File: src/hdl/gce_pkg.sv
// Shared constants, types and register codes of the glyph color expander.
`default_nettype none
package gce_pkg;

	localparam int unsigned CHAR_COUNT  = 256;
	localparam int unsigned MAX_ROWS    = 32;
	localparam int unsigned MAX_WIDTH   = 32;

	localparam int unsigned CODE_W      = $clog2(CHAR_COUNT);
	localparam int unsigned ROW_W       = (MAX_ROWS > 1) ? $clog2(MAX_ROWS) : 1;
	localparam int unsigned STORE_DEPTH = CHAR_COUNT * MAX_ROWS;
	localparam int unsigned STORE_AW    = $clog2(STORE_DEPTH);
	localparam int unsigned ROWS_CAP    = (MAX_ROWS < 32) ? MAX_ROWS : 32;
	localparam int unsigned WIDTH_CAP   = (MAX_WIDTH < 32) ? MAX_WIDTH : 32;

	localparam int unsigned WIDTH_REG_W = 6;
	localparam int unsigned HEIGHT_REG_W = 6;
	localparam int unsigned PITCH_REG_W = 13;
	localparam int unsigned CFG_DATA_W  = 13;
	localparam int unsigned CFG_IDX_W   = 2;

	localparam int unsigned CHAR_W  = 8;
	localparam int unsigned RIDX_W  = 5;
	localparam int unsigned BITS_W  = 32;
	localparam int unsigned POS_W   = 12;
	localparam int unsigned COLOR_W = 32;
	localparam int unsigned ADDR_W  = 24;
	localparam int unsigned MASK_W  = 32;

	localparam int unsigned S_TDATA_W = 104;
	localparam int unsigned M_TDATA_W = 88;

	localparam logic [CFG_IDX_W-1:0] REG_CELL_WIDTH  = 2'd0;
	localparam logic [CFG_IDX_W-1:0] REG_CELL_HEIGHT = 2'd1;
	localparam logic [CFG_IDX_W-1:0] REG_LINE_PITCH  = 2'd2;

	localparam logic REQ_LOAD = 1'b0;
	localparam logic REQ_DRAW = 1'b1;

	typedef struct packed {
		logic [WIDTH_REG_W-1:0]  cell_width;
		logic [HEIGHT_REG_W-1:0] cell_height;
		logic [PITCH_REG_W-1:0]  line_pitch;
	} cfg_t;

	typedef struct packed {
		logic               last_row;
		logic [COLOR_W-1:0] color_out;
		logic [MASK_W-1:0]  pixel_mask;
		logic [ADDR_W-1:0]  pixel_address;
	} span_t;

endpackage
`default_nettype wire

File: src/hdl/gce_seq.sv
// Request sequencer: glyph row loads, row read issue and span output queue.
`default_nettype none
module gce_seq (
	input  wire logic                              clk,
	input  wire logic                              arst_n,
	input  wire gce_pkg::cfg_t                     cfg,
	input  wire logic                              in_valid,
	output logic                                   in_ready,
	input  wire logic                              in_req_type,
	input  wire logic [gce_pkg::CHAR_W-1:0]        in_char_code,
	input  wire logic [gce_pkg::RIDX_W-1:0]        in_row_index,
	input  wire logic [gce_pkg::BITS_W-1:0]        in_row_bits,
	input  wire logic [gce_pkg::POS_W-1:0]         in_x_pos,
	input  wire logic [gce_pkg::POS_W-1:0]         in_y_pos,
	input  wire logic [gce_pkg::COLOR_W-1:0]       in_color,
	output logic                                   ram_wr_en,
	output logic [gce_pkg::STORE_AW-1:0]           ram_wr_addr,
	output logic [gce_pkg::BITS_W-1:0]             ram_wr_data,
	output logic                                   ram_rd_en,
	output logic [gce_pkg::STORE_AW-1:0]           ram_rd_addr,
	input  wire logic [gce_pkg::BITS_W-1:0]        ram_rd_data,
	output logic                                   out_valid,
	input  wire logic                              out_ready,
	output gce_pkg::span_t                         out_span
);

	typedef enum logic [1:0] {
		ST_IDLE = 2'b01,
		ST_DRAW = 2'b10
	} state_t;

	localparam int unsigned RCNT_W = $clog2(gce_pkg::ROWS_CAP + 1);

	state_t                             state_q;
	logic [gce_pkg::CODE_W-1:0]         code_q;
	logic [gce_pkg::ROW_W-1:0]          row_q;
	logic [RCNT_W-1:0]                  rows_q;
	logic [gce_pkg::MASK_W-1:0]         wmask_q;
	logic [gce_pkg::COLOR_W-1:0]        color_q;
	logic [gce_pkg::ADDR_W-1:0]         addr_q;
	logic                               v_s1;
	logic [gce_pkg::ADDR_W-1:0]         addr_s1;
	logic                               last_s1;
	gce_pkg::span_t                     e0_q;
	gce_pkg::span_t                     e1_q;
	logic [1:0]                         cnt_q;

	logic                               accept;
	logic                               issue;
	logic                               last_issue;
	logic                               pop;
	logic [RCNT_W-1:0]                  rows_d;
	logic [gce_pkg::WIDTH_REG_W-1:0]    width_d;
	logic [gce_pkg::MASK_W-1:0]         wmask_d;
	logic [gce_pkg::POS_W+gce_pkg::PITCH_REG_W-1:0] prod;
	logic [gce_pkg::ADDR_W-1:0]         base_d;
	logic [gce_pkg::BITS_W-1:0]         rev_bits;
	gce_pkg::span_t                     push_span;

	assign in_ready = (state_q == ST_IDLE);
	assign accept   = in_valid && in_ready;
	assign pop      = out_valid && out_ready;

	always_comb begin
		if (cfg.cell_height == '0) begin
			rows_d = RCNT_W'(1);
		end else if (32'(cfg.cell_height) > gce_pkg::ROWS_CAP) begin
			rows_d = RCNT_W'(gce_pkg::ROWS_CAP);
		end else begin
			rows_d = RCNT_W'(cfg.cell_height);
		end
		if (cfg.cell_width == '0) begin
			width_d = gce_pkg::WIDTH_REG_W'(1);
		end else if (32'(cfg.cell_width) > gce_pkg::WIDTH_CAP) begin
			width_d = gce_pkg::WIDTH_REG_W'(gce_pkg::WIDTH_CAP);
		end else begin
			width_d = cfg.cell_width;
		end
		wmask_d = ~({gce_pkg::MASK_W{1'b1}} << width_d);
		prod    = {{gce_pkg::PITCH_REG_W{1'b0}}, in_y_pos}
			* {{gce_pkg::POS_W{1'b0}}, cfg.line_pitch};
		base_d  = prod[gce_pkg::ADDR_W-1:0]
			+ {{(gce_pkg::ADDR_W-gce_pkg::POS_W){1'b0}}, in_x_pos};
	end

	assign ram_wr_en   = accept && (in_req_type == gce_pkg::REQ_LOAD)
		&& (32'(in_row_index) < gce_pkg::MAX_ROWS);
	assign ram_wr_addr = {in_char_code[gce_pkg::CODE_W-1:0], in_row_index[gce_pkg::ROW_W-1:0]};
	assign ram_wr_data = in_row_bits;

	assign issue = (state_q == ST_DRAW)
		&& (({1'b0, cnt_q} + 3'(v_s1)) <= (3'd1 + 3'(pop)));
	assign last_issue  = ((RCNT_W'(row_q) + RCNT_W'(1)) == rows_q);
	assign ram_rd_en   = issue;
	assign ram_rd_addr = {code_q, row_q};

	always_comb begin
		for (int i = 0; i < gce_pkg::BITS_W; i++) begin
			rev_bits[i] = ram_rd_data[gce_pkg::BITS_W-1-i];
		end
		push_span.last_row      = last_s1;
		push_span.color_out     = color_q;
		push_span.pixel_mask    = rev_bits & wmask_q;
		push_span.pixel_address = addr_s1;
	end

	always_ff @(posedge clk or negedge arst_n) begin
		if (!arst_n) begin
			state_q <= ST_IDLE;
			row_q   <= '0;
			v_s1    <= 1'b0;
			cnt_q   <= '0;
		end else begin
			v_s1 <= issue;
			unique case (state_q)
				ST_IDLE: begin
					row_q <= '0;
					if (accept && (in_req_type == gce_pkg::REQ_DRAW)) begin
						state_q <= ST_DRAW;
					end
				end
				ST_DRAW: begin
					if (issue) begin
						row_q <= row_q + gce_pkg::ROW_W'(1);
						if (last_issue) begin
							state_q <= ST_IDLE;
						end
					end
				end
				default: begin
					state_q <= ST_IDLE;
				end
			endcase
			cnt_q <= cnt_q + 2'(v_s1) - 2'(pop);
		end
	end

	always_ff @(posedge clk) begin
		if (accept && (in_req_type == gce_pkg::REQ_DRAW)) begin
			code_q  <= in_char_code[gce_pkg::CODE_W-1:0];
			rows_q  <= rows_d;
			wmask_q <= wmask_d;
			color_q <= in_color;
			addr_q  <= base_d;
		end else if (issue) begin
			addr_q <= addr_q
				+ {{(gce_pkg::ADDR_W-gce_pkg::PITCH_REG_W){1'b0}}, cfg.line_pitch};
		end
		if (issue) begin
			addr_s1 <= addr_q;
			last_s1 <= last_issue;
		end
		if ((v_s1 && (cnt_q == 2'd0)) || (v_s1 && pop && (cnt_q == 2'd1))) begin
			e0_q <= push_span;
		end else if (pop && (cnt_q == 2'd2)) begin
			e0_q <= e1_q;
		end
		if (v_s1 && (((cnt_q == 2'd1) && !pop) || ((cnt_q == 2'd2) && pop))) begin
			e1_q <= push_span;
		end
	end

	assign out_valid = (cnt_q != 2'd0);
	assign out_span  = e0_q;

endmodule
`default_nettype wire

File: config.mk
export PLATFORM = sky130hd
export DESIGN_NAME = gce_seq
export DESIGN_NICKNAME = d
export VERILOG_FILES = /design/src/hdl/gce_pkg.sv /design/src/hdl/gce_seq.sv
export SDC_FILE = /design/constraint.sdc
export NUM_CORES = 1
export LEC_CHECK = 0
export ABC_CLOCK_PERIOD_IN_PS = 15800
export BUFFER_PORTS_ARGS = -buffer_cell sky130_fd_sc_hd__buf_2
export CORE_UTILIZATION = 60
export CTS_CLUSTER_DIAMETER = 50
export DETAILED_ROUTE_END_ITERATION = 8
export PLACE_DENSITY = 0.84
export SLEW_MARGIN = 25
export SYNTH_ARGS = -nofsm -noshare
export SYNTH_HDL_FRONTEND = slang
export SYNTH_SLANG_ARGS = --single-unit
File: constraint.sdc
create_clock -name clk -period 15.8 [get_ports clk]
set_input_delay 4.74 -clock clk [delete_from_list [all_inputs] [get_ports clk]]
set_output_delay 4.74 -clock clk [all_outputs]
set_load 0.05 [all_outputs]
==> results.json, run 1 <==
{
  "die_w_um": 177,
  "avgSynthCellArea_um2": 12.6,
  "period_share_pct": 73.9,
  "row_count": 63,
  "relSlewSlack_pct": 41.6,
  "min_period_ns": 11.68,
  "ys_seq_elements": 315,
  "finalHoldViolCount": 0,
  "detail-route-antenna-nets": 0,
  "die-area_um2": 31300,
  "cp_num_buf_inv": 4,
  "ys.flop_type": "edfxtp_1",
  "wl_mm": 35.7,
  "top_layer": "met4",
  "fin_area_um2": 20500,
  "multiInputGateArea_um2": 7660,
  "slowest_delay_ns": 0.52,
  "wl_met1_mm": 14.7,
  "synth_nets": 1830,
  "timing.rr.end": "row_q[2]$_DFFE_PN0P_",
  "slew_viol_final": 0,
  "critPathSlowestCell": "fa_1",
  "worst_slew_pin_slew_ns": 0.876,
  "outcome": "completed",
  "total_power_mw": 3.13,
  "wl_met2_mm": 17.8,
  "start_kind": "primary input",
  "initial_core_util_pct": 61.4,
  "seq_area_um2": 9410,
  "die_h_um": 177,
  "io_pins": 314,
  "dp_hpwl_mm": 26.3,
  "grt_pass1_wl_mm": 56.8,
  "rsz0062_at_grt": "no",
  "crit_family": "buffers and inverters",
  "crit_path_cell_trace": "buf_2, nand2_1, inv_1, fa_1, o31a_1, a21oi_1, or2_2, inv_2, buf_2",
  "layout.cells.most_common": "edfxtp_1",
  "numCtsBuffers": 28,
  "critPathRequiredTime_ns": 11.06,
  "crit_arrival_ns": 6.94,
  "instances_no_fill": 2047,
  "cts_resized": 0,
  "via_per_inst": 5.44,
  "place_area_um2": 19600,
  "cts-root-buf": "clkbuf_16",
  "power.density_nw_per_um2": 153,
  "leakagePower_nw": 8.64,
  "post_cts_buffers": 0,
  "htree_levels": 1,
  "crit_path_frequent_cell": "buf_2",
  "syn2layout_area_growth_pct": 11.4,
  "hold_depth": 0,
  "setup_viol": 0,
  "place_ws_ns": 3.73,
  "final.setup.tns_ns": 0,
  "critPathCaptureType": "output pin",
  "cts_buffer_depth": 3,
  "layout-drive-gt1-share_pct": 23.4,
  "ctsHoldBuffers": 0,
  "grt_use_total_pct": 23.2,
  "vias": 11100,
  "fin_util_pct": 68.5,
  "drt_first_iter_violations": 594,
  "final_cell_mix": "305 x edfxtp_1, 239 x buf_2, 205 x inv_1",
  "dp_cells": 1994,
  "path_max_fanout": 30,
  "antenna_found_initial": 1,
  "synth-async-reset-ratio_pct": 3.17,
  "ff2ff_path_depth": 12,
  "met3WireLength_mm": 2.69,
  "cts_tree": "built",
  "drc": 0,
  "r2r_setup_slack_ns": 12.77,
  "syn_area_um2": 18400,
  "grt_max_degree": 86,
  "nets": 2006,
  "insertion_delay_ns": 0.53,
  "yosysSeqAreaShare_pct": 51.3,
  "hold_class": "reg2reg",
  "io_buffers": 239,
  "grt-ovfl-total": 0,
  "first_global_vias": 11400,
  "skew_ns": 0.0181,
  "ys_types": 56,
  "drv_cap": 0,
  "holdWs_ns": 0.444,
  "ir_drop_uv": 88.4,
  "fillers": 2057,
  "min_to": "e1_q[67]$_DFFE_PP_",
  "synth_cells": 1458,
  "place_congestion": 0.848,
  "timing.rr.start": "cnt_q[1]$_DFF_PN0_",
  "drtPass1Iterations": 5,
  "coreArea_um2": 29900,
  "yosys_warnings": 0,
  "cts_sinks": 315,
  "wl_per_cell_um": 17.4,
  "min_from": "color_q[11]$_DFFE_PP_",
  "fmax_mhz": 85.6,
  "synth-edff-count": 305,
  "path_clk_slew_ns": 0.06,
  "fin_ws_ns": 4.12,
  "path_class": "in2out"
}
area by class of cell:
cell class / instances / area share, %
clock buffers: 43 / 4.06
clock inverters: 9 / 0.239
diodes: 1 / 0.0122
repair buffers: 244 / 6.05
multi-input cells: 838 / 37.4
inverters: 207 / 3.81
well taps: 390 / 2.39
flip-flops and latches: 315 / 46.0
routing by layer:
layer | up-vias | global-route usage (%)
met1 | 5461 | 29.9
met2 | 423 | 41.2
met4 | 0 | 5.21
met3 | 40 | 3.59
met5 | - | 0
li1 | 5207 | -
flip-flops by register name, indices dropped and copies added, names as in the netlist:
signal    cells
row_q         5
addr_q       24
rows_q        6
last_s1       1
wmask_q      32
v_s1          1
cnt_q         2
e1_q         89
state_q       2
code_q        8
out_span     89
color_q      32
addr_s1      24
worst reg2reg max path, stage by stage (launching register included):
cell and delay, ns:
dfrtp_1 0.44, inv_1 0.20, nand2_1 0.10, nand2_1 0.10, inv_1 0.08, fa_1 0.52
o31a_1 0.14, a21oi_1 0.06, or2_2 0.37, inv_2 0.47, nor2_1 0.17, o21ai_0 0.17
o21ai_0 0.09
kinds of logic after synthesis:
group,share of synthesized area [%]
AND/OR/NAND/NOR,9.39
buffers and inverters,7.16
flip-flops,51.3
XOR/XNOR,2.29
AO/OA/AOI/OAI,4.89
other,0.0204
multiplexers,5.73
adder cells (fa/ha/maj),19.2
cells in the mapped netlist, types with 26 or more instances:
cell / count / area [um2]
fa_1: 122 / 2440
nand2_1: 133 / 499
buf_4: 45 / 338
mux2_2: 89 / 1000
o21ai_0: 35 / 175
clkbuf_1: 50 / 188
xnor2_1: 26 / 228
edfxtp_1: 305 / 9160
ha_1: 87 / 1090
and2_1: 110 / 688
inv_1: 207 / 777
a21oi_1: 41 / 205
nor2_1: 33 / 124
worst max path at each step:
stage	cells after the start	endpoint	start
6_report	9	ram_rd_en	out_ready
5_1_grt	9	ram_rd_en	out_ready
4_1_cts	9	ram_rd_en	out_ready
3_5_place_dp	9	ram_rd_en	out_ready
3_3_place_gp	9	ram_rd_en	out_ready
2_1_floorplan	2	out_span[0]$_DFFE_PP_	out_ready
power by group:
group          internal, mW  total, mW  switching [mW]  leakage [nW]
clock network         0.362      0.641           0.279         0.430
registers              1.02       1.06          0.0342          2.90
logic                 0.528       1.43           0.902          5.31
total                  1.91       3.13            1.22          8.64
(Power assumes the default switching activity.)
==> inputs of run 2 (changes only) <==
--- a/config.mk
+++ b/config.mk
@@ -5,12 +5,12 @@
 export SDC_FILE = /design/constraint.sdc
 export NUM_CORES = 1
 export LEC_CHECK = 0
-export ABC_CLOCK_PERIOD_IN_PS = 15800
+export ABC_CLOCK_PERIOD_IN_PS = 11800
 export BUFFER_PORTS_ARGS = -buffer_cell sky130_fd_sc_hd__buf_2
-export CORE_UTILIZATION = 60
+export CORE_UTILIZATION = 57
 export CTS_CLUSTER_DIAMETER = 50
 export DETAILED_ROUTE_END_ITERATION = 8
-export PLACE_DENSITY = 0.84
+export PLACE_DENSITY = 0.81
 export SLEW_MARGIN = 25
 export SYNTH_ARGS = -nofsm -noshare
 export SYNTH_HDL_FRONTEND = slang
==> constraint.sdc (replaced) <==
create_clock -name clk -period 11.8 [get_ports clk]
set_input_delay 3.54 -clock clk [delete_from_list [all_inputs] [get_ports clk]]
set_output_delay 3.54 -clock clk [all_outputs]
set_load 0.05 [all_outputs]
==> results.json, run 2 (same netlist as run 1, synthesis figures left out) <==
{
  "drtPass1Iterations": 5,
  "cts_tree": "built",
  "pwr-share-clk_pct": 22.7,
  "die-area_um2": 32900,
  "crit_arrival_ns": 5.77,
  "wl_per_cell_um": 17.3,
  "r2r_setup_slack_ns": 8.44,
  "worst_slew_pin_slew_ns": 1.02,
  "syn2layout_area_growth_pct": 12.3,
  "total_power_mw": 4.31,
  "power_switching_mw": 1.65,
  "first_global_vias": 11600,
  "ir_drop_uv": 145,
  "finalHoldViolCount": 0,
  "rsz0062_at_grt": "no",
  "combPwrFrac_pct": 44.5,
  "dp_hpwl_mm": 25.4,
  "relSlewSlack_pct": 31.8,
  "worstSetupStartpoint": "out_ready",
  "final.setup.tns_ns": 0,
  "die_w_um": 181,
  "insertion_delay_ns": 0.55,
  "timing.rr.start": "state_q[0]$_DFFE_PN1P_",
  "wl_mm": 35.6,
  "cts-root-buf": "clkbuf_16",
  "critPathCaptureType": "output pin",
  "skew_ns": 0.0146,
  "path_class": "in2out",
  "cts_sinks": 315,
  "via_per_inst": 5.44,
  "drc": 0,
  "critPathRequiredTime_ns": 8.26,
  "row_count": 65,
  "cts_resized": 0,
  "hold_class": "reg2reg",
  "endpoint": "ram_rd_en",
  "start_kind": "primary input",
  "leakagePower_nw": 8.72,
  "die_h_um": 181,
  "power.density_nw_per_um2": 209,
  "antenna_cells": 0,
  "place_ws_ns": 2.14,
  "intPower_mw": 2.66,
  "holdWs_ns": 0.443,
  "p_seq_share_pct": 32.8,
  "place_area_um2": 19600,
  "slew_viol_final": 0,
  "ctsHoldBuffers": 0,
  "numCtsBuffers": 30,
  "grt_pass1_wl_mm": 57.8,
  "nets": 2008,
  "ff2ff_path_depth": 9,
  "layout-drive-gt1-share_pct": 23.7,
  "min_period_ns": 9.31,
  "setup_viol": 0,
  "fin_ws_ns": 2.49,
  "outcome": "completed",
  "period_share_pct": 78.9,
  "final_cell_mix": "305 x edfxtp_1, 239 x buf_2, 205 x inv_1",
  "antenna_found_initial": 0,
  "drt_first_iter_violations": 690,
  "timing.rr.end": "addr_q[18]$_DFFE_PP_",
  "io_pins": 314,
  "detail-route-antenna-nets": 0,
  "htree_levels": 1,
  "min_from": "addr_s1[16]$_DFFE_PP_",
  "fin_area_um2": 20600,
  "grt-ovfl-total": 0,
  "fmax_mhz": 107,
  "post_cts_buffers": 0,
  "grt_use_total_pct": 22.0,
  "io_buffers": 239,
  "coreArea_um2": 31600,
  "layout.cells.most_common": "edfxtp_1",
  "path_clk_slew_ns": 0.06,
  "power.share.switching_pct": 38.2,
  "grt_max_degree": 77,
  "place_congestion": 0.853,
  "path_max_fanout": 30,
  "initial_core_util_pct": 58.0,
  "drv_cap": 0,
  "cts_buffer_depth": 3,
  "vias": 11200
}
[run 2: final cells by class]
cell class,instances,area (um2)
clock buffers,33,783
fillers,2288,11000
repair buffers,244,1230
multi-input cells,838,7660
flip-flops and latches,315,9410
well taps,402,503
inverters,207,779
clock inverters,22,236
[run 2: critical path, stage by stage]
cell	delay (ns)
buf_2	0.11
nand2_1	0.08
inv_1	0.08
fa_1	0.51
o31a_1	0.14
a21oi_1	0.07
or2_2	0.39
inv_2	0.47
buf_2	0.38
[run 2: power by group through the flow]
| stage | logic [mW] | clock network (mW) | registers (mW) |
|---|---|---|---|
| after floorplan | 1.36 | 0 | 1.63 |
| final | 1.92 | 0.978 | 1.41 |
| after global routing | 2.17 | 1.03 | 1.42 |
| after CTS | 1.92 | 0.995 | 1.41 |
| after detailed placement | 1.91 | 0 | 1.44 |
| after global placement | 1.85 | 0 | 1.43 |
[run 2: worst min path at each step]
stage / slack [ns] / depth (start not counted) / end
finish: 0.44 / 0 / e1_q[16]$_DFFE_PP_
global route: 0.46 / 0 / e1_q[20]$_DFFE_PP_
CTS: 0.45 / 0 / e1_q[16]$_DFFE_PP_
detailed placement: 0.43 / 0 / e1_q[10]$_DFFE_PP_
global placement: 0.43 / 0 / e1_q[60]$_DFFE_PP_
floorplan: 0.42 / 0 / e1_q[0]$_DFFE_PP_
[run 2: metal layers]
metal	track usage, %	share of wire [%]	vias up
met2	37.8	49	443
met5	0	0	-
met3	3.45	7.2	49
met1	28.9	43	5520
met4	6.17	1.5	0
li1	-	-	5205
[run 2: metrics by stage]
step	utilization [%]	cells
2_1_floorplan	-	1458
3_3_place_gp	61.9	2006
3_5_place_dp	61.9	2006
4_1_cts	65.1	2061
5_1_grt	65.1	2061
6_report	65.1	2061
