<file path="src/hdl/gce_pkg.sv">
// Shared constants, types and register codes of the glyph color expander.
`default_nettype none
package gce_pkg;

	localparam int unsigned CHAR_COUNT  = 256;
	localparam int unsigned MAX_ROWS    = 32;
	localparam int unsigned MAX_WIDTH   = 32;

	localparam int unsigned CODE_W      = $clog2(CHAR_COUNT);
	localparam int unsigned ROW_W       = (MAX_ROWS > 1) ? $clog2(MAX_ROWS) : 1;
	localparam int unsigned STORE_DEPTH = CHAR_COUNT * MAX_ROWS;
	localparam int unsigned STORE_AW    = $clog2(STORE_DEPTH);
	localparam int unsigned ROWS_CAP    = (MAX_ROWS < 32) ? MAX_ROWS : 32;
	localparam int unsigned WIDTH_CAP   = (MAX_WIDTH < 32) ? MAX_WIDTH : 32;

	localparam int unsigned WIDTH_REG_W = 6;
	localparam int unsigned HEIGHT_REG_W = 6;
	localparam int unsigned PITCH_REG_W = 13;
	localparam int unsigned CFG_DATA_W  = 13;
	localparam int unsigned CFG_IDX_W   = 2;

	localparam int unsigned CHAR_W  = 8;
	localparam int unsigned RIDX_W  = 5;
	localparam int unsigned BITS_W  = 32;
	localparam int unsigned POS_W   = 12;
	localparam int unsigned COLOR_W = 32;
	localparam int unsigned ADDR_W  = 24;
	localparam int unsigned MASK_W  = 32;

	localparam int unsigned S_TDATA_W = 104;
	localparam int unsigned M_TDATA_W = 88;

	localparam logic [CFG_IDX_W-1:0] REG_CELL_WIDTH  = 2'd0;
	localparam logic [CFG_IDX_W-1:0] REG_CELL_HEIGHT = 2'd1;
	localparam logic [CFG_IDX_W-1:0] REG_LINE_PITCH  = 2'd2;

	localparam logic REQ_LOAD = 1'b0;
	localparam logic REQ_DRAW = 1'b1;

	typedef struct packed {
		logic [WIDTH_REG_W-1:0]  cell_width;
		logic [HEIGHT_REG_W-1:0] cell_height;
		logic [PITCH_REG_W-1:0]  line_pitch;
	} cfg_t;

	typedef struct packed {
		logic               last_row;
		logic [COLOR_W-1:0] color_out;
		logic [MASK_W-1:0]  pixel_mask;
		logic [ADDR_W-1:0]  pixel_address;
	} span_t;

endpackage
`default_nettype wire

</file>
<file path="src/hdl/gce_cfg.sv">
// Configuration register file of the glyph color expander.
`default_nettype none
module gce_cfg (
	input  wire logic                             clk,
	input  wire logic                             arst_n,
	input  wire logic                             cfg_wen,
	input  wire logic [gce_pkg::CFG_IDX_W-1:0]    cfg_index,
	input  wire logic [gce_pkg::CFG_DATA_W-1:0]   cfg_wdata,
	output gce_pkg::cfg_t                         cfg
);

	gce_pkg::cfg_t cfg_q;

	always_ff @(posedge clk or negedge arst_n) begin
		if (!arst_n) begin
			cfg_q.cell_width  <= gce_pkg::WIDTH_REG_W'(8);
			cfg_q.cell_height <= gce_pkg::HEIGHT_REG_W'(16);
			cfg_q.line_pitch  <= gce_pkg::PITCH_REG_W'(1024);
		end else if (cfg_wen) begin
			unique case (cfg_index)
				gce_pkg::REG_CELL_WIDTH: begin
					cfg_q.cell_width <= cfg_wdata[gce_pkg::WIDTH_REG_W-1:0];
				end
				gce_pkg::REG_CELL_HEIGHT: begin
					cfg_q.cell_height <= cfg_wdata[gce_pkg::HEIGHT_REG_W-1:0];
				end
				gce_pkg::REG_LINE_PITCH: begin
					cfg_q.line_pitch <= cfg_wdata[gce_pkg::PITCH_REG_W-1:0];
				end
				default: begin
				end
			endcase
		end
	end

	assign cfg = cfg_q;

endmodule
`default_nettype wire

</file>
<file path="config.mk">
export PLATFORM = sky130hd
export DESIGN_NAME = gce_cfg
export DESIGN_NICKNAME = d
export VERILOG_FILES = /design/src/hdl/gce_pkg.sv /design/src/hdl/gce_cfg.sv
export SDC_FILE = /design/constraint.sdc
export NUM_CORES = 1
export LEC_CHECK = 0
export ABC_CLOCK_PERIOD_IN_PS = 1200
export BUFFER_PORTS_ARGS = -buffer_cell sky130_fd_sc_hd__buf_2
export CAP_MARGIN = 0
export CORE_MARGIN = 2
export CORE_UTILIZATION = 47
export CTS_CLUSTER_SIZE = 8
export DETAILED_ROUTE_END_ITERATION = 8
export HOLD_SLACK_MARGIN = 0.08
export PLACE_DENSITY = 0.85
export SLEW_MARGIN = 20
export SYNTH_ARGS = -nofsm -noshare
export SYNTH_HDL_FRONTEND = slang
export SYNTH_SLANG_ARGS = --single-unit
export TNS_END_PERCENT = 50
</file>
<file path="constraint.sdc">
create_clock -name clk -period 1.2 [get_ports clk]
set_input_delay 0.18 -clock clk [delete_from_list [all_inputs] [get_ports clk]]
set_output_delay 0.18 -clock clk [all_outputs]
set_load 0.05 [all_outputs]
</file>
==> qor.csv, run 1 <==
stage,metric,value,unit
status,status,"complete, but fails checks",
status,failing checks,setup timing,
finish,max reg flops,25,
finish,number of nets in the layout,121,
detailed_routing,via count,624,
power_and_ir_drop,sw frac,42.1,%
critical_path,crit path DAT,1.03,ns
clocking,Num CTS Buffers,3,
finish,Syn-to-layout area delta,32.9,%
critical_path,number of buffers and inverters on the critical path,1,
clocking,CTS tree,done,
clocking,H-tree Lvls,1,
die,I/O pins,43,
critical_path,family with the most delay on the worst path,flip-flops,
power_and_ir_drop,sequential share of power,44.0,%
power_and_ir_drop,pwr dens,1930,mW/mm2
sta,final hold violations,0,
synthesis,Yosys Warn Count,0,
finish,storage element area,629,um2
global_route,pin count of the biggest net entering global routing,26,
critical_path,crit path kind,reg -> out,
sta,unrepaired setup endpoints after global routing,true,
critical_path,CP Capture Type,output port,
die,die area,0.00245,mm2
sta,clk_skew,0,ns
critical_path,crit-path max FO,2,
placed_design,Port Buffer Count,42,
sta,fin crit share,101,%
power_and_ir_drop,Overall Power,2.49,mW
die,Die W,49.5,um
clocking,root buf cell,clkbuf_4,
synthesis,"area leader, netlist",dfrtp_1,
clocking,clock buffer depth,2,
sta,f_max,0.825,GHz
detailed_routing,Routed Antenna Nets,0,
critical_path,"Slowest-stage cell, CP",dfstp_2,
sta,Final Worst Setup Slack,-0.0119,ns
power_and_ir_drop,static leakage,0.632,nW
sta,endpoints failing setup,1,
die,die extent in y,49.5,um
die,Core ar.,0.00196,mm2
synthesis,Yosys top cell area share,56.6,%
global_route,number of global-route vias before repair,665,
critical_path,worst path cell trace,buf_8,
sta,Slew headroom,64.0,%
synthesis,Post-Syn Nets,72,
detailed_routing,DRC Markers,0,
detailed_routing,DR WL/cell,14.0,um
global_route,global-route wire length before repair,3.01,mm
sta,Final Max Tran Viols,0,
synthesis,Post-Synthesis Cell Area,972,um2
sta,TNS Setup,-0.0119,ns
synthesis,Mapped Cells,54,
critical_path,WP data required,1.02,ns
global_route,GRT Total Usage,16.5,%
detailed_routing,vias per cell,4.84,
power_and_ir_drop,Gate power share,41.6,%
finish,# diodes,0,
die,std cell rows,16,
placed_design,GPL Wtd Cong,0.719,
power_and_ir_drop,Switch Pwr,1.05,mW
synthesis,synth unique cells,7,
global_route,gr ovfl total,0,
global_route,initial antenna violation count,0,
power_and_ir_drop,Int Pwr,1.44,mW
detailed_routing,WL final,1.81,mm
worst_hold_path,HP Class,in -> reg,
synthesis,register area share after synthesis,64.7,%
finish,fillers,150,
synthesis,"flops & latches, synth",25,
power_and_ir_drop,maximum vdd ir drop,0.924,mV
finish,layout cells sized above 1,75.5,%
synthesis,average size of a mapped cell,18.0,um2
flow_run,Max Cap Violations,0,
critical_path,slowest cell delay on critical path,0.57,ns
clocking,# clock sinks,25,
critical_path,CP Launch Type,flop,
clocking,Worst-Skew Late Latency,0.31,ns
detailed_routing,drt pass-1 iters,1,
synthesis,synth top area cells,"dfrtp_1, mux2_2, dfstp_2",
finish,Layout Utilization,65.9,%
die,Initial Util,49.6,%
clocking,"CTS clk-pin slew, worst paths",0.13,ns
detailed_routing,DR iter-0 viols,0,
power_and_ir_drop,clock share of power,14.4,%
placed_design,Placement Setup Slack,-0.0164,ns
finish,area of the multi-input gates,332,um2
sta,worst-margin pin slew,0.540,ns
sta,clock period minus final worst setup slack,1.21,ns
[metal layers]
layer	vias to the layer above	wire length [um]	GRT usage, %
li1	290	-	-
met1	314	700	19.4
met2	16	1020	30.4
met3	4	61	0.909
met4	0	34	8.33
met5	-	0	0
[logic make-up (layout without fill, tap and decap cells)]
family / count (synthesis) / count (layout) / share of synthesized area [%]
simple gates: 3 / 3 / 5.15
buf+inv: 1 / 49 / 1.16
mux: 25 / 25 / 29.0
flops: 25 / 25 / 64.7
[cell type report]
type                       instances  share of cell area (%)
clock inverter                     1                   0.387
timing repair buffer              45                    20.9
tap                               27                    2.61
clock buffer                       3                    1.74
multi-input combinational         28                    25.7
sequential                        25                    48.7
[power groups by stage]
stage	clock [mW]	combinational (mW)	sequential, mW
2_1_floorplan	0	0.166	1.68
3_3_place_gp	0	0.981	1.10
3_5_place_dp	0	0.996	1.11
4_1_cts	0.375	1.04	1.10
5_1_grt	0.413	1.08	1.12
6_report	0.360	1.04	1.10
[synth_stat cells (all sizes together)]
cell,number
dfstp,3
mux2,25
nand3b,2
nor3b,1
dfrtp,22
buf,1
[final timing paths]
| check | startpoint | endpoint | slack (ns) | cells after the start |
|---|---|---|---|---|
| worst max-delay path | cfg[22]$_DFFE_PN1P_ | cfg[22] | -0.01 | 1 |
| worst min register to register | cfg[3]$_DFFE_PN0P_ | cfg[3]$_DFFE_PN0P_ | 0.52 | 1 |
| worst min-delay path | cfg_wdata[9] | cfg[9]$_DFFE_PN0P_ | 0.09 | 2 |
| max in group asynchronous | arst_n | cfg[10]$_DFFE_PN1P_ | 0.44 | 2 |
| worst max register to register | cfg[0]$_DFFE_PN0P_ | cfg[0]$_DFFE_PN0P_ | 0.42 | 1 |
| min in group asynchronous | arst_n | cfg[23]$_DFFE_PN0P_ | 0.39 | 2 |
[cell usage in the layout, fill, tap and decap left out, drive strengths merged]
cell	Yosys	layout
nor3b	1	1
clkbuf	0	3
clkinv	0	1
buf	1	42
mux2	25	25
nand3b	2	2
dlygate4sd3	0	3
dfrtp	22	22
dfstp	3	3
[repair_timing]
item / CTS / global route
setup endpoints to repair: 3 / 3
setup buffers: 0 / 0
hold endpoints to repair: 23 / 1
gates resized for setup: 9 / 0
hold buffers: 2 / 1
pin swaps: 0 / 0
[through the flow]
stage	cells	cell area [um2]	hold slack, ns
final	129	1290	0.0940
after CTS	128	1280	0.0875
after detailed placement	122	1200	0.189
after global routing	129	1290	0.0891
after global placement	122	1200	0.182
after floorplan	54	972	-0.116
Note: power is estimated with default switching activity, not from simulation.
==> run 2, diff against run 1 <==
--- a/config.mk
+++ b/config.mk
@@ -5,15 +5,16 @@
 export SDC_FILE = /design/constraint.sdc
 export NUM_CORES = 1
 export LEC_CHECK = 0
-export ABC_CLOCK_PERIOD_IN_PS = 1200
+export ABC_CLOCK_PERIOD_IN_PS = 1100
 export BUFFER_PORTS_ARGS = -buffer_cell sky130_fd_sc_hd__buf_2
 export CAP_MARGIN = 0
+export CORE_ASPECT_RATIO = 0.5
 export CORE_MARGIN = 2
-export CORE_UTILIZATION = 47
+export CORE_UTILIZATION = 30
 export CTS_CLUSTER_SIZE = 8
 export DETAILED_ROUTE_END_ITERATION = 8
 export HOLD_SLACK_MARGIN = 0.08
-export PLACE_DENSITY = 0.85
+export PLACE_DENSITY = 0.62
 export SLEW_MARGIN = 20
 export SYNTH_ARGS = -nofsm -noshare
 export SYNTH_HDL_FRONTEND = slang
==> constraint.sdc (replaced) <==
create_clock -name clk -period 1.1 [get_ports clk]
set_input_delay 0.165 -clock clk [delete_from_list [all_inputs] [get_ports clk]]
set_output_delay 0.165 -clock clk [all_outputs]
set_load 0.05 [all_outputs]
==> qor.csv, run 2 (synthesis gave the netlist of run 1 again) <==
stage,metric,value,unit,change
power_and_ir_drop,Int Pwr,1.69,mW,+17%
finish,# diodes,0,,unchanged
detailed_routing,DR WL/cell,12.4,um,-11%
die,Die W,84.5,um,+71%
clocking,root buf cell,clkbuf_8,,
detailed_routing,WL final,1.75,mm,-3.2%
global_route,number of global-route vias before repair,590,,-11%
detailed_routing,DRC Markers,0,,unchanged
sta,unrepaired setup endpoints after global routing,true,,
sta,endpoints failing setup,3,,+2
sta,clk_skew,0,ns,unchanged
power_and_ir_drop,sw frac,40.3,%,-1.8 points
sta,Slew headroom,63.5,%,-0.53 points
finish,"commonest non-fill, non-tap cell in the layout",buf_2,,
critical_path,crit-path max FO,2,,unchanged
power_and_ir_drop,clock share of power,18.1,%,+3.7 points
clocking,H-tree Lvls,1,,unchanged
power_and_ir_drop,sequential share of power,42.2,%,-1.8 points
sta,worst-margin pin slew,0.548,ns,+0.00801 ns
die,std cell rows,14,,-2
die,Initial Util,31.9,%,-18 points
sta,clock period minus final worst setup slack,1.13,ns,
power_and_ir_drop,maximum vdd ir drop,0.772,mV,-16%
power_and_ir_drop,Switch Pwr,1.14,mW,+8.5%
die,die area,0.00374,mm2,+53%
power_and_ir_drop,pwr dens,2150,mW/mm2,+11%
finish,fillers,291,,+94%
finish,number of nets in the layout,120,,-0.83%
critical_path,CP Capture Type,output port,,
clocking,Setup Buffers After CTS,0,,unchanged
critical_path,crit path DAT,0.96,ns,-0.07 ns
critical_path,number of buffers and inverters on the critical path,1,,unchanged
global_route,gr ovfl total,0,,unchanged
finish,max reg flops,25,,unchanged
status,status,"complete, but fails checks",,
global_route,GRT Total Usage,9.55,%,-7.0 points
finish,Syn-to-layout area delta,35.3,%,
placed_design,DP HPWL,1.29,mm,
status,failing checks,setup timing,,
die,I/O pins,43,,unchanged
placed_design,Placement Setup Slack,-0.00905,ns,+0.00738 ns
global_route,global-route wire length before repair,2.72,mm,-9.6%
sta,final hold violations,0,,unchanged
critical_path,slowest cell delay on critical path,0.56,ns,about the same
finish,layout cells sized above 1,77.2,%,+1.7 points
detailed_routing,drt pass-1 iters,4,,+3
critical_path,CP Launch Type,flop,,
worst_hold_path,Hold Path Origin,cfg_wdata[12],,
finish,final instance area,0.00132,mm2,+1.7%
flow_run,Max Cap Violations,0,,unchanged
detailed_routing,Routed Antenna Nets,0,,unchanged
power_and_ir_drop,Overall Power,2.83,mW,+13%
sta,Final Worst Setup Slack,-0.0257,ns,-0.0137 ns
clocking,"CTS clk-pin slew, worst paths",0.08,ns,-0.05 ns
critical_path,worst path cell trace,buf_8,,
placed_design,GPL Wtd Cong,0.680,,-5.5%
critical_path,Reg-to-Reg Start,cfg[21]$_DFFE_PN0P_,,
sta,TNS Setup,-0.0594,ns,-0.0474 ns
sta,fin crit share,102,%,
detailed_routing,vias per cell,4.34,,-10%
clocking,Num CTS Buffers,3,,unchanged
worst_hold_path,hold depth,2,,unchanged
detailed_routing,via count,612,,-1.9%
critical_path,family with the most delay on the worst path,flip-flops,,
power_and_ir_drop,static leakage,0.637,nW,+0.74%
die,die extent in y,44.3,um,-11%
clocking,clock buffer depth,2,,unchanged
sta,f_max,0.888,GHz,
global_route,initial antenna violation count,0,,unchanged
sta,Final Max Tran Viols,0,,unchanged
clocking,Worst-Skew Late Latency,0.26,ns,-0.05 ns
critical_path,FF-to-FF End,cfg[21]$_DFFE_PN0P_,,
sta,Hold Slack,0.135,ns,+0.0409 ns
placed_design,Placed Area,0.00123,mm2,+2.0%
detailed_routing,DR iter-0 viols,39,,+39
critical_path,crit path kind,reg -> out,,
critical_path,reg2reg setup slack,0.34,ns,-0.08 ns
clocking,# clock sinks,25,,unchanged
worst_hold_path,HP Class,in -> reg,,
clocking,CTS tree,done,,
die,Core ar.,0.00305,mm2,+55%
critical_path,WP data required,0.94,ns,-0.08 ns
critical_path,cells on worst reg2reg path,1,,unchanged
finish,most frequent cells in the layout,"buf_2, mux2_2, dfrtp_1",,
placed_design,Port Buffer Count,42,,unchanged
critical_path,"Slowest-stage cell, CP",dfstp_2,,
worst_hold_path,end of the worst hold path,cfg[12]$_DFFE_PN0P_,,
power_and_ir_drop,Gate power share,39.7,%,-1.9 points
global_route,pin count of the biggest net entering global routing,26,,unchanged
run 2: changes by cell type in the layout (fill, tap and decap cells not counted), sizes merged:
cell and change:
dlygate4sd3 -2, buf +1
run 2: layout make-up:
type,count,area [um2],share of cell area [%]
Multi-Input combinational cell,28,332,25.2
Clock buffer,3,41.3,3.14
Tap cell,40,50.0,3.81
Sequential cell,25,629,47.9
Timing Repair Buffer,44,258,19.6
Clock inverter,1,5.00,0.381
run 2: per-stage QoR:
step	instances	util, %
after detailed placement	136	40.3
after CTS	141	43.0
after global placement	136	40.3
after floorplan	54	-
after global routing	141	43.1
final	141	43.1
run 2: power by group through the flow:
stage	sequential [mW]	clock (mW)	combinational, mW
3_5_place_dp	1.20	0	1.09
4_1_cts	1.19	0.541	1.13
3_3_place_gp	1.20	0	1.08
5_1_grt	1.21	0.594	1.16
6_report	1.19	0.511	1.12
2_1_floorplan	1.83	0	0.181
run 2: timing repair:
item                                   in CTS  in global routing
gates resized for setup                     8                  1
hold buffers                                1                  0
endpoints found under the hold margin      22                  0
gates cloned                                0                  0
setup endpoints to repair                   3                  3
run 2: worst max path at each step:
stage,start,endpoint,slack [ns],depth (start not counted)
2_1_floorplan,cfg[13]$_DFFE_PN0P_,cfg[13]$_DFFE_PN0P_,0.11,1
3_3_place_gp,cfg_index[1],cfg[23]$_DFFE_PN0P_,-0.003,4
3_5_place_dp,cfg_index[1],cfg[21]$_DFFE_PN0P_,-0.009,4
4_1_cts,cfg[22]$_DFFE_PN1P_,cfg[22],-0.04,1
5_1_grt,cfg[22]$_DFFE_PN1P_,cfg[22],-0.07,1
6_report,cfg[22]$_DFFE_PN1P_,cfg[22],-0.03,1
run 2: routing by layer:
metal / track usage (%) / up-vias / part of all wire, % / routed length [um]
met4: 1.90 / 0 / 0.68 / 12
met3: 3.36 / 2 / 3.4 / 60
li1: - / 287 / - / -
met1: 11.7 / 314 / 45 / 783
met5: 0 / - / 0 / 0
met2: 16.9 / 9 / 51 / 898
==> run 3, diff against run 2 <==
--- a/config.mk
+++ b/config.mk
@@ -9,8 +9,8 @@
 export BUFFER_PORTS_ARGS = -buffer_cell sky130_fd_sc_hd__buf_2
 export CAP_MARGIN = 0
 export CORE_ASPECT_RATIO = 0.5
-export CORE_MARGIN = 2
 export CORE_UTILIZATION = 30
+export CTS_BUF_LIST = sky130_fd_sc_hd__clkbuf_4 sky130_fd_sc_hd__clkbuf_8
 export CTS_CLUSTER_SIZE = 8
 export DETAILED_ROUTE_END_ITERATION = 8
 export HOLD_SLACK_MARGIN = 0.08
@@ -19,4 +19,3 @@
 export SYNTH_ARGS = -nofsm -noshare
 export SYNTH_HDL_FRONTEND = slang
 export SYNTH_SLANG_ARGS = --single-unit
-export TNS_END_PERCENT = 50
==> qor.csv, run 3 (synthesis gave the netlist of run 1 again) <==
stage,metric,value,unit,change
power_and_ir_drop,Gate power share,39.3,%,-0.4 points
clocking,H-tree Lvls,1,,unchanged
critical_path,crit path kind,reg -> out,,
die,die area,0.00349,mm2,-6.8%
power_and_ir_drop,sequential share of power,41.7,%,-0.5 points
die,std cell rows,14,,unchanged
sta,Slew headroom,63.6,%,+0.12 points
sta,endpoints failing setup,3,,unchanged
finish,layout cells sized above 1,77.0,%,-0.23 points
clocking,# clock sinks,25,,unchanged
detailed_routing,DR iter-0 viols,34,,-13%
critical_path,family with the most delay on the worst path,flip-flops,,
sta,TNS Setup,-0.0753,ns,-0.0159 ns
critical_path,CP Launch Type,flop,,
finish,fillers,293,,+0.69%
finish,most frequent cells in the layout,"buf_2, mux2_2, dfrtp_1",,
critical_path,Worst path depth,1,,unchanged
global_route,gr ovfl total,0,,unchanged
sta,Final Max Tran Viols,0,,unchanged
critical_path,number of buffers and inverters on the critical path,1,,unchanged
finish,Syn-to-layout area delta,35.3,%,unchanged
power_and_ir_drop,pwr dens,2180,mW/mm2,+1.4%
placed_design,GPL Wtd Cong,0.626,,-7.9%
die,Die W,82.5,um,-2.4%
sta,Final Worst Setup Slack,-0.0331,ns,-0.00741 ns
finish,final instance area,0.00132,mm2,unchanged
die,Initial Util,31.9,%,unchanged
placed_design,Placement Setup Slack,-0.0682,ns,-0.0591 ns
clocking,Worst-Skew Late Latency,0.27,ns,about the same
clocking,clock buffer depth,2,,unchanged
detailed_routing,DR WL/cell,12.4,um,-0.26%
critical_path,crit path DAT,0.97,ns,about the same
status,failing checks,setup timing,,
critical_path,cells on worst reg2reg path,1,,unchanged
power_and_ir_drop,Switch Pwr,1.14,mW,+0.16%
worst_hold_path,HP Class,in -> reg,,
critical_path,FF-to-FF End,cfg[21]$_DFFE_PN0P_,,
finish,number of nets in the layout,119,,-0.83%
critical_path,slowest cell delay on critical path,0.56,ns,about the same
finish,Layout Utilization,43.1,%,unchanged
detailed_routing,vias per cell,4.41,,+1.5%
global_route,number of global-route vias before repair,572,,-3.1%
global_route,GRT Total Usage,10.6,%,+1.0 points
critical_path,worst path cell trace,buf_8,,
finish,# diodes,0,,unchanged
sta,worst-margin pin slew,0.546,ns,-0.00175 ns
power_and_ir_drop,clock share of power,19.1,%,+1.0 points
sta,f_max,0.883,GHz,-0.65%
clocking,Setup Buffers After CTS,0,,unchanged
global_route,global-route wire length before repair,2.62,mm,-3.8%
flow_run,Max Cap Violations,0,,unchanged
clocking,root buf cell,clkbuf_8,,
die,I/O pins,43,,unchanged
status,status,"complete, but fails checks",,
clocking,CTS tree,done,,
critical_path,worst setup path endpoint,cfg[22],,
sta,clk_skew,0,ns,unchanged
detailed_routing,DRC Markers,0,,unchanged
detailed_routing,via count,617,,+0.82%
critical_path,Reg-to-Reg Start,cfg[21]$_DFFE_PN0P_,,
finish,max reg flops,25,,unchanged
critical_path,crit-path max FO,2,,unchanged
critical_path,WP data required,0.94,ns,about the same
critical_path,Critical Path Source,cfg[22]$_DFFE_PN1P_,,
global_route,initial antenna violation count,0,,unchanged
finish,fin cells,140,,-0.71%
sta,final hold violations,0,,unchanged
clocking,Num CTS Buffers,3,,unchanged
detailed_routing,drt pass-1 iters,2,,-2
detailed_routing,WL final,1.74,mm,-0.97%
global_route,pin count of the biggest net entering global routing,26,,unchanged
die,die extent in y,42.3,um,-4.5%
power_and_ir_drop,sw frac,39.8,%,-0.48 points
critical_path,reg2reg setup slack,0.33,ns,about the same
detailed_routing,Routed Antenna Nets,0,,unchanged
power_and_ir_drop,Int Pwr,1.72,mW,+2.2%
power_and_ir_drop,maximum vdd ir drop,0.881,mV,+14%
power_and_ir_drop,static leakage,0.633,nW,-0.54%
sta,fin crit share,103,%,+0.67 points
finish,"commonest non-fill, non-tap cell in the layout",buf_2,,
critical_path,CP Capture Type,output port,,
die,Core ar.,0.00305,mm2,unchanged
sta,Hold Slack,0.128,ns,-0.00723 ns
placed_design,placed cells,135,,-0.74%
power_and_ir_drop,Overall Power,2.86,mW,+1.4%
clocking,"CTS clk-pin slew, worst paths",0.08,ns,about the same
sta,unrepaired setup endpoints after global routing,true,,
sta,clock period minus final worst setup slack,1.13,ns,+0.00741 ns
placed_design,Placed Area,0.00122,mm2,-0.61%
placed_design,Port Buffer Count,42,,unchanged
placed_design,DP HPWL,1.27,mm,-1.8%
critical_path,"Slowest-stage cell, CP",dfstp_2,,
[run 3: what timing repair did]
item                                    CTS  global route
hold buffers                              1             0
gates resized for setup                   9             2
pin swaps                                 0             0
endpoints found under the setup margin    3             5
endpoints found under the hold margin    22             0
[run 3: how the worst min path moves through the flow]
stage | start | end | slack (ns) | depth (start not counted)
after floorplan | arst_n | cfg[0]$_DFFE_PN0P_ | -0.13 | 0
after global placement | arst_n | cfg[14]$_DFFE_PN0P_ | 0.19 | 1
after detailed placement | arst_n | cfg[14]$_DFFE_PN0P_ | 0.18 | 1
after CTS | cfg_wdata[7] | cfg[7]$_DFFE_PN0P_ | 0.12 | 2
after global routing | cfg_wdata[8] | cfg[8]$_DFFE_PN0P_ | 0.12 | 2
final | cfg_wdata[12] | cfg[12]$_DFFE_PN0P_ | 0.13 | 2
[run 3: cell type report]
cell class                      count  area (um2)  share of cell area [%]
Tap cell                           40        50.0                    3.81
Sequential cell                    25         629                    47.9
Clock buffer                        4        48.8                    3.71
Timing Repair Buffer               43         255                    19.4
Multi-Input combinational cell     28         332                    25.2
[run 3: routing by layer]
layer	part of all wire, %	track usage (%)
met1	44	12.8
met2	49	17.0
met4	2.1	5.17
met5	0	0
met3	4.2	3.26
[run 3: power by group through the flow]
stage	combinational (mW)	sequential [mW]	clock, mW
after CTS	1.13	1.19	0.573
after global placement	1.07	1.20	0
final	1.12	1.19	0.547
after global routing	1.17	1.22	0.616
after detailed placement	1.08	1.20	0
after floorplan	0.181	1.83	0
